## config.mk

```make
export PLATFORM = sky130hd
export DESIGN_NAME = cartridge_bank_mapper_core
export DESIGN_NICKNAME = d
export VERILOG_FILES = /design/src/rtl/core/cbm_pkg.sv /design/src/rtl/core/cbm_cfg.sv /design/src/rtl/core/cbm_in_stage.sv /design/src/rtl/core/cbm_map.sv /design/src/rtl/core/cbm_out_stage.sv /design/src/rtl/core/cartridge_bank_mapper_core.sv
export VERILOG_INCLUDE_DIRS = /design/src /design/src/rtl/core
export SDC_FILE = /design/constraint.sdc
export NUM_CORES = 1
export LEC_CHECK = 0
export ABC_CLOCK_PERIOD_IN_PS = 2600
export BUFFER_PORTS_ARGS = -buffer_cell sky130_fd_sc_hd__buf_2
export CAP_MARGIN = 20
export CELL_PAD_IN_SITES_DETAIL_PLACEMENT = 1
export CELL_PAD_IN_SITES_GLOBAL_PLACEMENT = 2
export CORE_MARGIN = 1
export CORE_UTILIZATION = 34
export CTS_CLUSTER_DIAMETER = 200
export DETAILED_ROUTE_END_ITERATION = 10
export GPL_ROUTABILITY_DRIVEN = 1
export PLACE_DENSITY_LB_ADDON = 0.1
export SETUP_SLACK_MARGIN = 0.1
export SLEW_MARGIN = 10
export SYNTH_ARGS = -nofsm -noshare
export SYNTH_HDL_FRONTEND = slang
export SYNTH_HIERARCHICAL = 1
export SYNTH_SLANG_ARGS = --single-unit
```

## constraint.sdc

```tcl
create_clock -name clk -period 2.6 [get_ports clk]
set_input_delay 0.39 -clock clk [delete_from_list [all_inputs] [get_ports clk]]
set_output_delay 0.39 -clock clk [all_outputs]
set_load 0.1 [all_outputs]
```

## src/rtl/core/cartridge_bank_mapper_core_assert.svh

```systemverilog
// Assertion macros shared by the bank mapper modules.
// Each expects clk and rst in scope; checks are off while rst is high.
`ifndef CARTRIDGE_BANK_MAPPER_CORE_ASSERT_SVH
`define CARTRIDGE_BANK_MAPPER_CORE_ASSERT_SVH

// Same-cycle implication.
`define CBM_ASSERT_IMP(label, ante, cons, msg) \
  label: assert property (@(posedge clk) disable iff (rst) (ante) |-> (cons)) \
    else $error(msg);

// Next-cycle implication.
`define CBM_ASSERT_NXT(label, ante, cons, msg) \
  label: assert property (@(posedge clk) disable iff (rst) (ante) |=> (cons)) \
    else $error(msg);

`endif

```

## src/rtl/core/cbm_pkg.sv

```systemverilog
package cbm_pkg;

  localparam int ROM_BANK_BYTES = 16384;
  localparam int RAM_BANK_BYTES = 8192;
  localparam int MAX_ROM_BANKS  = 128;

  localparam int ADDR_W       = 16;
  localparam int DATA_W       = 8;
  localparam int PHYS_W       = 21;
  localparam int ROM_BANK_W   = $clog2(MAX_ROM_BANKS);
  localparam int RAM_BANK_W   = 2;
  localparam int ROM_OFFSET_W = $clog2(ROM_BANK_BYTES);
  localparam int RAM_OFFSET_W = $clog2(RAM_BANK_BYTES);
  localparam int ROM_COUNT_W  = 8;
  localparam int RAM_COUNT_W  = 3;
  localparam int CFG_INDEX_W  = 8;
  localparam int CFG_DATA_W   = 8;

  localparam logic [3:0]       RAM_ENABLE_KEY     = 4'hA;
  localparam logic [CFG_INDEX_W-1:0] CFG_ROM_BANK_COUNT = 8'd0;
  localparam logic [CFG_INDEX_W-1:0] CFG_RAM_BANK_COUNT = 8'd1;

  typedef enum logic [0:0] {
    OP_READ  = 1'b0,
    OP_WRITE = 1'b1
  } opcode_t;

  typedef enum logic [1:0] {
    TGT_ROM  = 2'd0,
    TGT_RAM  = 2'd1,
    TGT_OPEN = 2'd2,
    TGT_REG  = 2'd3
  } target_t;

  // Address bits 15..13 select an 8 KiB region of the CPU map.
  typedef enum logic [2:0] {
    REGION_RAM_EN   = 3'd0,
    REGION_ROM_LO   = 3'd1,
    REGION_ROM_HI   = 3'd2,
    REGION_MODE     = 3'd3,
    REGION_VIDEO    = 3'd4,
    REGION_CART_RAM = 3'd5,
    REGION_WORK     = 3'd6,
    REGION_HIGH     = 3'd7
  } region_t;

  typedef struct packed {
    opcode_t           opcode;
    logic [ADDR_W-1:0] addr;
    logic [DATA_W-1:0] write_data;
  } item_t;

  typedef struct packed {
    target_t           target;
    logic [PHYS_W-1:0] phys_addr;
    logic              ram_write;
  } result_t;

  typedef struct packed {
    logic [ROM_BANK_W-1:0] rom_mask;
    logic [RAM_BANK_W-1:0] ram_mask;
  } bank_masks_t;

endpackage

```

## src/rtl/core/cbm_cfg.sv

```systemverilog
module cbm_cfg
  import cbm_pkg::*;
(
  input  logic                   clk,
  input  logic                   rst,
  input  logic                   cfg_valid,
  input  logic [CFG_INDEX_W-1:0] cfg_index,
  input  logic [CFG_DATA_W-1:0]  cfg_data,
  output bank_masks_t            masks
);

  logic [ROM_COUNT_W-1:0] rom_count;
  logic [RAM_COUNT_W-1:0] ram_count;
  logic [ROM_COUNT_W-1:0] rom_count_m1;
  logic [RAM_COUNT_W-1:0] ram_count_m1;

  always_ff @(posedge clk) begin
    if (rst) begin
      rom_count <= ROM_COUNT_W'(2);
      ram_count <= RAM_COUNT_W'(1);
    end else if (cfg_valid) begin
      if (cfg_index == CFG_ROM_BANK_COUNT) begin
        rom_count <= cfg_data[ROM_COUNT_W-1:0];
      end else if (cfg_index == CFG_RAM_BANK_COUNT) begin
        ram_count <= cfg_data[RAM_COUNT_W-1:0];
      end
    end
  end

  // A count of zero wraps to an all-ones mask, clipped to the bank width.
  assign rom_count_m1 = rom_count - ROM_COUNT_W'(1);
  assign ram_count_m1 = ram_count - RAM_COUNT_W'(1);

  assign masks.rom_mask = rom_count_m1[ROM_BANK_W-1:0];
  assign masks.ram_mask = ram_count_m1[RAM_BANK_W-1:0];

endmodule

```

## src/rtl/core/cbm_in_stage.sv

```systemverilog
module cbm_in_stage
  import cbm_pkg::*;
(
  input  logic  clk,
  input  logic  rst,
  input  logic  in_valid,
  output logic  in_stall,
  input  item_t in_item,
  input  logic  down_free,
  output logic  fire,
  output item_t item
);

  logic held;

  assign in_stall = held && !down_free;
  assign fire     = held && down_free;

  always_ff @(posedge clk) begin
    if (rst) begin
      held <= 1'b0;
    end else if (!in_stall) begin
      held <= in_valid;
    end
  end

  // Load a new word when the register is empty or the held one moves on.
  always_ff @(posedge clk) begin
    if (in_valid && !in_stall) begin
      item <= in_item;
    end
  end

endmodule

```

## src/rtl/core/cbm_map.sv

```systemverilog
module cbm_map
  import cbm_pkg::*;
(
  input  logic        clk,
  input  logic        rst,
  input  logic        fire,
  input  item_t       item,
  input  bank_masks_t masks,
  output result_t     result
);

  `include "cartridge_bank_mapper_core_assert.svh"

  logic                  ram_enable;
  logic                  bank_mode;
  logic [ROM_BANK_W-1:0] rom_bank;
  logic [RAM_BANK_W-1:0] ram_bank;

  logic                  ram_enable_next;
  logic                  bank_mode_next;
  logic [ROM_BANK_W-1:0] rom_bank_next;
  logic [RAM_BANK_W-1:0] ram_bank_next;

  region_t               region;
  logic [ROM_BANK_W-1:0] rom_cand;
  logic [ROM_BANK_W-1:0] rom_reduced;
  logic [RAM_BANK_W-1:0] ram_base;
  logic [PHYS_W-1:0]     ram_phys;

  assign region = region_t'(item.addr[ADDR_W-1:ADDR_W-3]);

  // Mode one keeps RAM on bank zero.
  assign ram_base = bank_mode ? RAM_BANK_W'(0) : ram_bank;
  assign ram_phys = PHYS_W'({ram_base, item.addr[RAM_OFFSET_W-1:0]});

  always_comb begin
    if (region == REGION_ROM_HI) begin
      rom_cand = {item.write_data[1:0], rom_bank[4:0]};
    end else begin
      rom_cand = {rom_bank[ROM_BANK_W-1:5], item.write_data[4:0]};
    end
    rom_reduced = rom_cand & masks.rom_mask;
    // Banks with zero low bits step to the next bank.
    if (rom_reduced[4:0] == 5'd0) begin
      rom_reduced[0] = 1'b1;
    end
  end

  always_comb begin
    ram_enable_next  = ram_enable;
    bank_mode_next   = bank_mode;
    rom_bank_next    = rom_bank;
    ram_bank_next    = ram_bank;
    result.target    = TGT_OPEN;
    result.phys_addr = '0;
    result.ram_write = 1'b0;
    if (item.opcode == OP_READ) begin
      unique case (region) inside
        REGION_RAM_EN, REGION_ROM_LO: begin
          result.target    = TGT_ROM;
          result.phys_addr = PHYS_W'(item.addr[ROM_OFFSET_W-1:0]);
        end
        REGION_ROM_HI, REGION_MODE: begin
          result.target    = TGT_ROM;
          result.phys_addr = PHYS_W'({rom_bank, item.addr[ROM_OFFSET_W-1:0]});
        end
        REGION_CART_RAM: begin
          if (ram_enable) begin
            result.target    = TGT_RAM;
            result.phys_addr = ram_phys;
          end
        end
        default: begin
          result.target = TGT_OPEN;
        end
      endcase
    end else begin
      result.target = TGT_REG;
      unique case (region)
        REGION_RAM_EN: begin
          ram_enable_next = (item.write_data[3:0] == RAM_ENABLE_KEY);
        end
        REGION_ROM_LO: begin
          rom_bank_next = rom_reduced;
        end
        REGION_ROM_HI: begin
          if (bank_mode) begin
            rom_bank_next = rom_reduced;
          end else begin
            ram_bank_next = item.write_data[RAM_BANK_W-1:0] & masks.ram_mask;
          end
        end
        REGION_MODE: begin
          bank_mode_next = item.write_data[0];
        end
        REGION_CART_RAM: begin
          if (ram_enable) begin
            result.target    = TGT_RAM;
            result.phys_addr = ram_phys;
            result.ram_write = 1'b1;
          end
        end
        default: begin
          result.target = TGT_REG;
        end
      endcase
    end
  end

  always_ff @(posedge clk) begin
    if (rst) begin
      ram_enable <= 1'b0;
      bank_mode  <= 1'b0;
      rom_bank   <= ROM_BANK_W'(1);
      ram_bank   <= '0;
    end else if (fire) begin
      ram_enable <= ram_enable_next;
      bank_mode  <= bank_mode_next;
      rom_bank   <= rom_bank_next;
      ram_bank   <= ram_bank_next;
    end
  end

  `CBM_ASSERT_IMP(a_rom_bank_remapped, 1'b1, rom_bank[4:0] != 5'd0, "ROM bank left on a zero bank")
  `CBM_ASSERT_IMP(a_strobe_is_ram, result.ram_write, result.target == TGT_RAM, "RAM strobe off RAM")
  `CBM_ASSERT_IMP(a_ram_needs_enable, result.target == TGT_RAM, ram_enable, "RAM hit while disabled")
  `CBM_ASSERT_NXT(a_idle_holds_bank, !fire, $stable(rom_bank) && $stable(ram_bank), "bank moved idle")

endmodule

```

## src/rtl/core/cbm_out_stage.sv

```systemverilog
module cbm_out_stage
  import cbm_pkg::*;
(
  input  logic    clk,
  input  logic    rst,
  input  logic    load,
  input  result_t load_result,
  output logic    free,
  output logic    out_valid,
  input  logic    out_stall,
  output result_t result
);

  assign free = !out_valid || !out_stall;

  always_ff @(posedge clk) begin
    if (rst) begin
      out_valid <= 1'b0;
    end else if (free) begin
      out_valid <= load;
    end
  end

  // Hold the word while the receiver stalls.
  always_ff @(posedge clk) begin
    if (load && free) begin
      result <= load_result;
    end
  end

endmodule

```

## src/rtl/core/cartridge_bank_mapper_core.sv

```systemverilog
// Cartridge bank mapper.
// Input channel (in_valid / in_stall): one bus access per word, with opcode
// (read or write), addr and write_data. Output channel (out_valid /
// out_stall): one word per access with target, phys_addr and ram_write.
// A word is taken on a clock edge with valid high and stall low.
// Config channel (cfg_valid / cfg_ready): index 0 sets the ROM bank count,
// index 1 the RAM bank count; other indexes are dropped. cfg_ready is
// always high; write only while no access is in flight.
// An access passes an input register, then the decode and bank register
// update, then the result register. One access is taken every cycle while
// out_stall is low; bank register writes take effect for the very next
// access. When out_stall is high the result holds, one more access waits in
// the input register, and in_stall rises only once both are full.
// Synchronous reset (rst) empties both registers, disables RAM, selects
// mode zero, ROM bank 1, RAM bank 0, and counts of 2 ROM and 1 RAM bank.
module cartridge_bank_mapper_core
  import cbm_pkg::*;
(
  input  logic                   clk,
  input  logic                   rst,
  input  logic                   in_valid,
  output logic                   in_stall,
  input  logic                   opcode,
  input  logic [ADDR_W-1:0]      addr,
  input  logic [DATA_W-1:0]      write_data,
  output logic                   out_valid,
  input  logic                   out_stall,
  output logic [1:0]             target,
  output logic [PHYS_W-1:0]      phys_addr,
  output logic                   ram_write,
  input  logic                   cfg_valid,
  output logic                   cfg_ready,
  input  logic [CFG_INDEX_W-1:0] cfg_index,
  input  logic [CFG_DATA_W-1:0]  cfg_data
);

  `include "cartridge_bank_mapper_core_assert.svh"

  item_t       in_item;
  item_t       item;
  bank_masks_t masks;
  result_t     map_result;
  result_t     out_result;
  logic        fire;
  logic        down_free;

  assign cfg_ready = 1'b1;

  assign in_item.opcode     = opcode_t'(opcode);
  assign in_item.addr       = addr;
  assign in_item.write_data = write_data;

  cbm_cfg u_cfg (
    .clk       (clk),
    .rst       (rst),
    .cfg_valid (cfg_valid && cfg_ready),
    .cfg_index (cfg_index),
    .cfg_data  (cfg_data),
    .masks     (masks)
  );

  cbm_in_stage u_in (
    .clk       (clk),
    .rst       (rst),
    .in_valid  (in_valid),
    .in_stall  (in_stall),
    .in_item   (in_item),
    .down_free (down_free),
    .fire      (fire),
    .item      (item)
  );

  cbm_map u_map (
    .clk    (clk),
    .rst    (rst),
    .fire   (fire),
    .item   (item),
    .masks  (masks),
    .result (map_result)
  );

  cbm_out_stage u_out (
    .clk         (clk),
    .rst         (rst),
    .load        (fire),
    .load_result (map_result),
    .free        (down_free),
    .out_valid   (out_valid),
    .out_stall   (out_stall),
    .result      (out_result)
  );

  assign target    = out_result.target;
  assign phys_addr = out_result.phys_addr;
  assign ram_write = out_result.ram_write;

  `CBM_ASSERT_IMP(a_stall_only_when_full, in_stall, out_valid && out_stall, "input stalled early")
  `CBM_ASSERT_NXT(a_fire_fills_output, fire, out_valid, "accepted access lost")

endmodule

```

==> impl.org, run 1 <==
** Outcome
- Status :: finished clean

** Timing
- The number of hold-slack violations in the final timing report is 0.
- Setup repair after global routing left no endpoint under its margin.
- For the final routed database, the setup TNS stands at 0 ps.
- Period utilisation layout :: 0.794
- Upper clock frequency limit :: 0.484 GHz
- The final-report max-slew violation count was 0.
- Final-report setup violation count :: 0
- Setup clock skew after layout :: 8.10 ps
- Final critical path time including I/O delays and setup :: 2060 ps
- Final WS setup :: 536 ps

** Floorplanning
- In this run the horizontal extent of the chip is 92.5 µm.
- Floorplan core area :: 0.00781 mm²
- For this configuration, the core starts out at a cell density of 0.356.
- In this run the count of I/O pins placed on the die edge is 73.
- The floorplan has 32 rows.
- Full die area :: 0.00855 mm²
- Die Y :: 92.5 µm

** Drt
- In the final routed layout, each cell accounts on average for 13.7 µm.
- Total Routed Length :: 5500 µm
- Via count of the routed design :: 1,838
- Avg Vias per Cell :: 4.58
- Final routed DRC violation total :: 0
- The detailed router finished its first iteration with 60 violations.
- The count of nets left with antenna violations once routing finished came out at 0.
- Drt pass-1 iters :: 4

** GRT
- In the global route stage, met1 resource usage came out at 0.179.
- Summed over all layers, the global routing overflow is 0.
- Initial antenna violation count :: 0
- Global-route met3 utilization :: 0.0443
- For this run, the total global-route usage over all layers was measured as 0.142.
- GR met2 Demand/Resource :: 0.230
- Pin count of the biggest net entering global routing :: 32
- Global-route wire length before repair :: 9210 µm
- Number of global-route vias before repair :: 1,872
- GRT busiest layer :: met2

** Finish
- Final standard cell area without fillers :: 0.00344 mm²
- The final layout contains 341 nets.
- Area growth from synthesis to layout :: 23.5%
- Of the cells placed in the final design, the portion with a size suffix greater than 1 is 0.314.
- Antenna cells :: 0
- Filler cell count in the final layout :: 883

** Setup path
- Slowest cell on the critical path :: sky130_fd_sc_hd__edfxtp_1
- The endpoint identified for the worst register-to-register timing path is u_map/rom_bank[0].
- In this run the worst path has a maximum fanout of 13.
- The startpoint identified for the worst register-to-register timing path is u_in/item[22].
- In this run the worst setup path begins at u_in/item[22].
- The signal on the critical path passes through or3b_1, mux2_4, a2111o_1, o211ai_2.
- Startpoint kind of the worst setup timing path :: flop
- Crit path largest cell delay :: 560 ps
- The number of cells on the worst reg-to-reg path is 4.
- Reg-to-reg setup timing slack :: 540 ps
- Type of the worst setup path :: flop to flop
- Endpoint kind of the worst setup timing path :: flop
- Req. time, crit path :: 2850 ps
- Data on the critical path arrives at its endpoint at 2320 ps.

** Pwr
- Of the total power, combinational logic draws 0.114.
- Summed over all cells, the static leakage comes to 1.34 nW.
- Of the total power, the clock network draws 0.355.
- Share of total power consumed by net switching :: 0.257
- The internal power of the cells totals 1.70 mW.
- Power density of the placed cells :: 667 mW/mm²
- Proportion of power drawn by flip-flops and latches :: 0.531
- Maximum resistive drop on vdd :: 348 µV
- For this design the total switching power over the nets is 590 µW.

** Placed design
- The HPWL after detailed placement is 3950 µm.
- Port Buf Inserts :: 67
- Timing analysis after detailed placement gives a worst setup slack of 573 ps.
- Once placement finished, the instance area stood at 0.00325 mm².
- GPL Wtd Cong :: 0.696

** Clocking
- Clock tree from TritonCTS :: done
- In this run the number of H-tree levels came out at 3.
- The tree built by TritonCTS fans out to 68 sinks.
- Insertion delay of the later-clocked pin in the worst-skew pair :: 330 ps
- In this run, CTS created clock tree buffers numbering 9.
- Clock-pin slew was measured on the worst setup and hold paths at 70 ps.
- Once the clock tree was built, the setup fixing pass inserted 0 buffers.
- Gates resized during post-CTS repair numbered 0.
- Hold repair after CTS inserted 0 buffers.
- The clock passes through at most 2 buffers.
- The tree is rooted in a sky130_fd_sc_hd__clkbuf_8.

** Logic synthesis
- Yosys printed 6 warnings.
- Mean area per synthesized cell :: 12.8 µm²
- The cell count after synthesis came out at 218.
- After synthesis the cells add up to 0.00278 mm².
- The number of nets in the synthesized netlist is 265.

** Flow run
- The tool flagged a number of max-cap violations equal to 0.

** Hold path
- Along the worst hold path, the cell count comes to 1.
- The path with the worst hold slack has its endpoint at u_in/item[13].
- In this run the most critical hold path is launched from addr[5].
- In this run the worst hold path is classified as input pin to flop.
through the flow:
stage / utilization / cells / total power, mW / hold slack, ps
5_1_grt: 0.440 / 401 / 2.38 / 205
3_3_place_gp: 0.417 / 385 / 1.50 / 469
4_1_cts: 0.440 / 401 / 2.33 / 211
3_5_place_dp: 0.417 / 385 / 1.51 / 475
6_report: 0.440 / 401 / 2.29 / 230
2_1_floorplan: - / 218 / 1.43 / 444
power by group through the flow:
stage / Combinational, mW / Clock (mW) / Sequential (mW)
floorplan: 0.0634 / 0 / 1.37
global placement: 0.263 / 0 / 1.24
detailed placement: 0.265 / 0 / 1.24
CTS: 0.265 / 0.843 / 1.22
global route: 0.278 / 0.883 / 1.22
finish: 0.262 / 0.813 / 1.22
final cells by class:
type / instances / area (µm²) / area share
flip-flops and latches: 68 / 1820 / 0.530
multi-input cells: 139 / 917 / 0.267
repair buffers: 71 / 365 / 0.106
clock buffers: 12 / 135 / 0.0393
well taps: 102 / 128 / 0.0371
clock inverters: 4 / 50.0 / 0.0146
inverters: 5 / 18.8 / 0.00546
layout by cell type, fill, tap and decap left out, types with 2 or more instances in the layout:
master	count
sky130_fd_sc_hd__buf_2	67
sky130_fd_sc_hd__edfxtp_1	46
sky130_fd_sc_hd__dfxtp_1	21
sky130_fd_sc_hd__nand2_1	17
sky130_fd_sc_hd__nand2b_1	15
sky130_fd_sc_hd__mux2i_1	14
sky130_fd_sc_hd__nor2b_1	14
sky130_fd_sc_hd__nor2_1	12
sky130_fd_sc_hd__clkbuf_8	9
sky130_fd_sc_hd__a21oi_1	9
sky130_fd_sc_hd__nand3_1	7
sky130_fd_sc_hd__and3_1	7
sky130_fd_sc_hd__inv_1	5
sky130_fd_sc_hd__o21ai_0	5
sky130_fd_sc_hd__buf_4	4
sky130_fd_sc_hd__nor3_1	4
sky130_fd_sc_hd__xnor2_1	4
sky130_fd_sc_hd__clkbuf_1	3
sky130_fd_sc_hd__and2_1	3
sky130_fd_sc_hd__clkinvlp_4	2
sky130_fd_sc_hd__xor2_1	2
sky130_fd_sc_hd__a211oi_1	2
routing by layer:
metal | share of wire | wire length (µm)
met1 | 0.48 | 2620
met2 | 0.46 | 2550
met3 | 0.046 | 255
met4 | 0.014 | 78
met5 | 0 | 0
worst max-delay path by stage:
stage | endpoint | cells after the start
after floorplan | u_in/item[0] | 3
after global placement | u_map/rom_bank[0] | 4
after detailed placement | u_map/rom_bank[0] | 4
after CTS | u_map/rom_bank[0] | 4
after global routing | u_map/rom_bank[0] | 4
final | u_map/rom_bank[0] | 4
sequential cells by signal, indices dropped and copies added, names as in the netlist:
name / count
u_cfg/rom_count: 7
u_map/bank_mode: 1
u_out/result: 24
u_out/out_valid: 1
u_map/ram_bank: 2
u_cfg/ram_count: 2
u_in/held: 1
u_map/rom_bank: 7
u_map/ram_enable: 1
u_in/item: 22
critical path, delay by kind of cell (launching register included):
kind               cells  cell delay (ps)
AOI/OAI and AO/OA      2              570
DFF                    1              560
and+or+nand+nor        1              520
muxes                  1              350
Note: power is estimated with default switching activity, not from simulation.
==> run 2, diff against run 1 <==
--- a/config.mk
+++ b/config.mk
@@ -6,7 +6,7 @@
 export SDC_FILE = /design/constraint.sdc
 export NUM_CORES = 1
 export LEC_CHECK = 0
-export ABC_CLOCK_PERIOD_IN_PS = 2600
+export ABC_CLOCK_PERIOD_IN_PS = 2060
 export BUFFER_PORTS_ARGS = -buffer_cell sky130_fd_sc_hd__buf_2
 export CAP_MARGIN = 20
 export CELL_PAD_IN_SITES_DETAIL_PLACEMENT = 1
==> constraint.sdc (replaced) <==
create_clock -name clk -period 2.06 [get_ports clk]
set_input_delay 0.309 -clock clk [delete_from_list [all_inputs] [get_ports clk]]
set_output_delay 0.309 -clock clk [all_outputs]
set_load 0.1 [all_outputs]
==> impl.org, run 2 (synthesized netlist as in run 1, its figures left out) <==
** Clocking
- Clock tree from TritonCTS :: done
- The number of hold buffers added after CTS was 0.
- CTS built an H-tree with a depth of 3.
- Post-CTS setup buffers :: 0
- Clock tree buffer depth :: 2
- Total CTS buffers :: 9
- After clock tree synthesis, the clock-pin slew on the worst setup and hold paths is 70 ps.
- # resized after CTS :: 0
- CTS saw 68 sinks.
- Clock tree synthesis selected as its root buffer the cell sky130_fd_sc_hd__clkbuf_8.
- The later pin in the worst-skew pair is clocked with a latency of 340 ps.

** Finish
- Counting flops per register, the top entry is u_out/result.
- Antenna cells :: 0
- Of the cells placed in the final design, the portion with a size suffix greater than 1 is 0.332.
- Area growth from synthesis to layout :: 26.1%
- Leading registers by flop count :: u_out/result x24, u_in/item x22
- The register with the most flip-flops in the layout has 24 of them.
- For this run, the share of the core covered by cells in the final layout is 0.449.
- At the end of the flow, the number of nets in the layout was 346.
- Most common cell after layout, fill and taps aside :: sky130_fd_sc_hd__buf_2
- Filler cell count in the final layout :: 867
- In the layout the commonest cells are sky130_fd_sc_hd__buf_2 (67), sky130_fd_sc_hd__edfxtp_1 (46), sky130_fd_sc_hd__dfxtp_1 (21).

** Timing
- Setup violations remaining at the end of the flow were counted as 0.
- The final-report max-slew violation count came to 0.
- In the finished design, the share of the clock period the worst path needs comes to 0.865.
- The number of hold-slack violations in the final timing report was 0.
- Setup repair after global routing left no endpoint under its margin.
- Upper clock frequency limit :: 0.561 GHz
- Worst relative slew slack :: 0.658
- Setup total negative slack on the finished layout was measured at 0 ps.
- Final critical path time including I/O delays and setup :: 1780 ps
- The tightest hold path in the finished design has a slack of 137 ps.
- For the pin with the worst max-slew slack, the measured transition is 509 ps.
- The clock arrives with 6.68 ps of skew.

** Setup path
- For the worst setup path, the data arrival time is 2050 ps.
- Reg-to-reg setup timing slack :: 280 ps
- Req. time, crit path :: 2330 ps
- Crit path max fanout :: 2
- Reg-to-Reg End :: u_map/rom_bank[0]
- STA classifies the critical path startpoint as a flop.
- Tracing the worst setup path back leads to its startpoint at u_in/item[21].
- Launch point of the worst reg-to-reg path :: u_in/item[21]
- Counting cells, the worst reg-to-reg path comes to 4.
- Endpoint kind of the worst setup timing path :: flop
- The worst setup path is of the flop to flop kind.

** Hold path
- In this run the worst hold path is classified as input pin to flop.
- The worst hold path begins at addr[7].
- Destination of the worst hold path :: u_in/item[15]
- Counting instances, the worst hold path has a depth of 1.

** Pwr
- Sum of internal, switching and leakage power :: 3.06 mW
- Leakage power total :: 1.38 nW
- Power density of the placed cells :: 871 mW/mm²
- IR analysis of the VDD net gives a maximum drop of 410 µV.

** Drt
- Before antenna repair, the detailed router went through 4 iterations.
- For this block, the routed nets add up to 5720 µm of wire.
- Routed len/inst :: 14.1 µm
- After detailed routing, the number of remaining DRC violations is 0.
- Once detail routing completed, the nets flagged for antenna violations numbered 0.
- After detailed routing, the number of vias per cell comes to 4.64.
- Number of design-rule violations left by the first detailed-router iteration :: 70
- Via count of the routed design :: 1,885

** Floorplanning
- Die Span X :: 92.5 µm
- 73 I/O pins were placed.
- The die covers 0.00855 mm².
- The die is 92.5 µm tall.
- The initialized floorplan defines 32 standard-cell rows.
- After floorplanning, the core was sized to cover 0.00781 mm².
- The initial utilization of the core area, before any placement, comes to 0.356.

** Placed design
- At the end of routability-driven placement, the weighted congestion stood at 0.674.
- Port Buf Inserts :: 67
- Post-detailed-placement half-perimeter wirelength :: 4100 µm

** GRT
- The number of antenna violations at the first check in global routing was 0.
- Entering global routing, the biggest net connects 32 pins.
- Global-route total usage across every layer :: 0.147
- For met2 alone, demand over resource in global routing was 0.238.
- Grt met1 use :: 0.181
- The number of global-route vias before repair is 1,890.
- Global routing finished with a remaining overflow of 0.
- After global routing, the most crowded layer is met2.
- Global-route wire length before repair :: 9370 µm
- For this run, global-route usage on met3 was measured as 0.0460.

** Flow run
- Across the run, the number of max-cap violations was 0.

** Outcome
- The run finished with clean final reports.
[run 2: cell count changes in the layout (fill, tap and decap cells not counted), sizes merged]
cell	before	now
clkinv	1	2
buf	71	76
clkbuf	12	10
bufinv	1	2
[run 2: area by class of cell]
class,count,area (µm²),share of cell area
well taps,102,128,0.0364
clock inverters,6,88.8,0.0253
repair buffers,76,403,0.115
multi-input cells,139,917,0.261
flip-flops and latches,68,1830,0.520
clock buffers,10,128,0.0364
inverters,5,18.8,0.00535
[run 2: through the flow]
step                setup slack [ps]  instance area [µm²]  std cells
floorplan                        172                 2790        218
global placement                 289                 3290        390
detailed placement               306                 3290        390
CTS                              263                 3510        406
global route                     182                 3510        406
finish                           278                 3510        406
[run 2: power breakdown]
| part | internal (mW) | switching (mW) | total [mW] |
|---|---|---|---|
| Sequential | 1.51 | 0.0176 | 1.53 |
| Combinational | 0.0819 | 0.263 | 0.344 |
| Clock | 0.681 | 0.500 | 1.18 |
[run 2: worst max-delay path by stage]
stage / endpoint
6_report: u_map/rom_bank[0]
5_1_grt: u_map/rom_bank[0]
4_1_cts: u_map/rom_bank[0]
3_5_place_dp: u_map/rom_bank[0]
3_3_place_gp: u_map/rom_bank[0]
2_1_floorplan: u_in/item[0]
[run 2: critical path, stage by stage (launching register included)]
cell and delay [ps]:
sky130_fd_sc_hd__edfxtp_1 390, sky130_fd_sc_hd__or3b_1 450, sky130_fd_sc_hd__mux2_4 330, sky130_fd_sc_hd__a2111o_1 420, sky130_fd_sc_hd__o211ai_2 140
[run 2: routing by layer]
metal / wire, µm / part of all wire
met1: 2610 / 0.46
met2: 2760 / 0.48
met3: 281 / 0.049
met4: 78 / 0.014
met5: 0 / 0
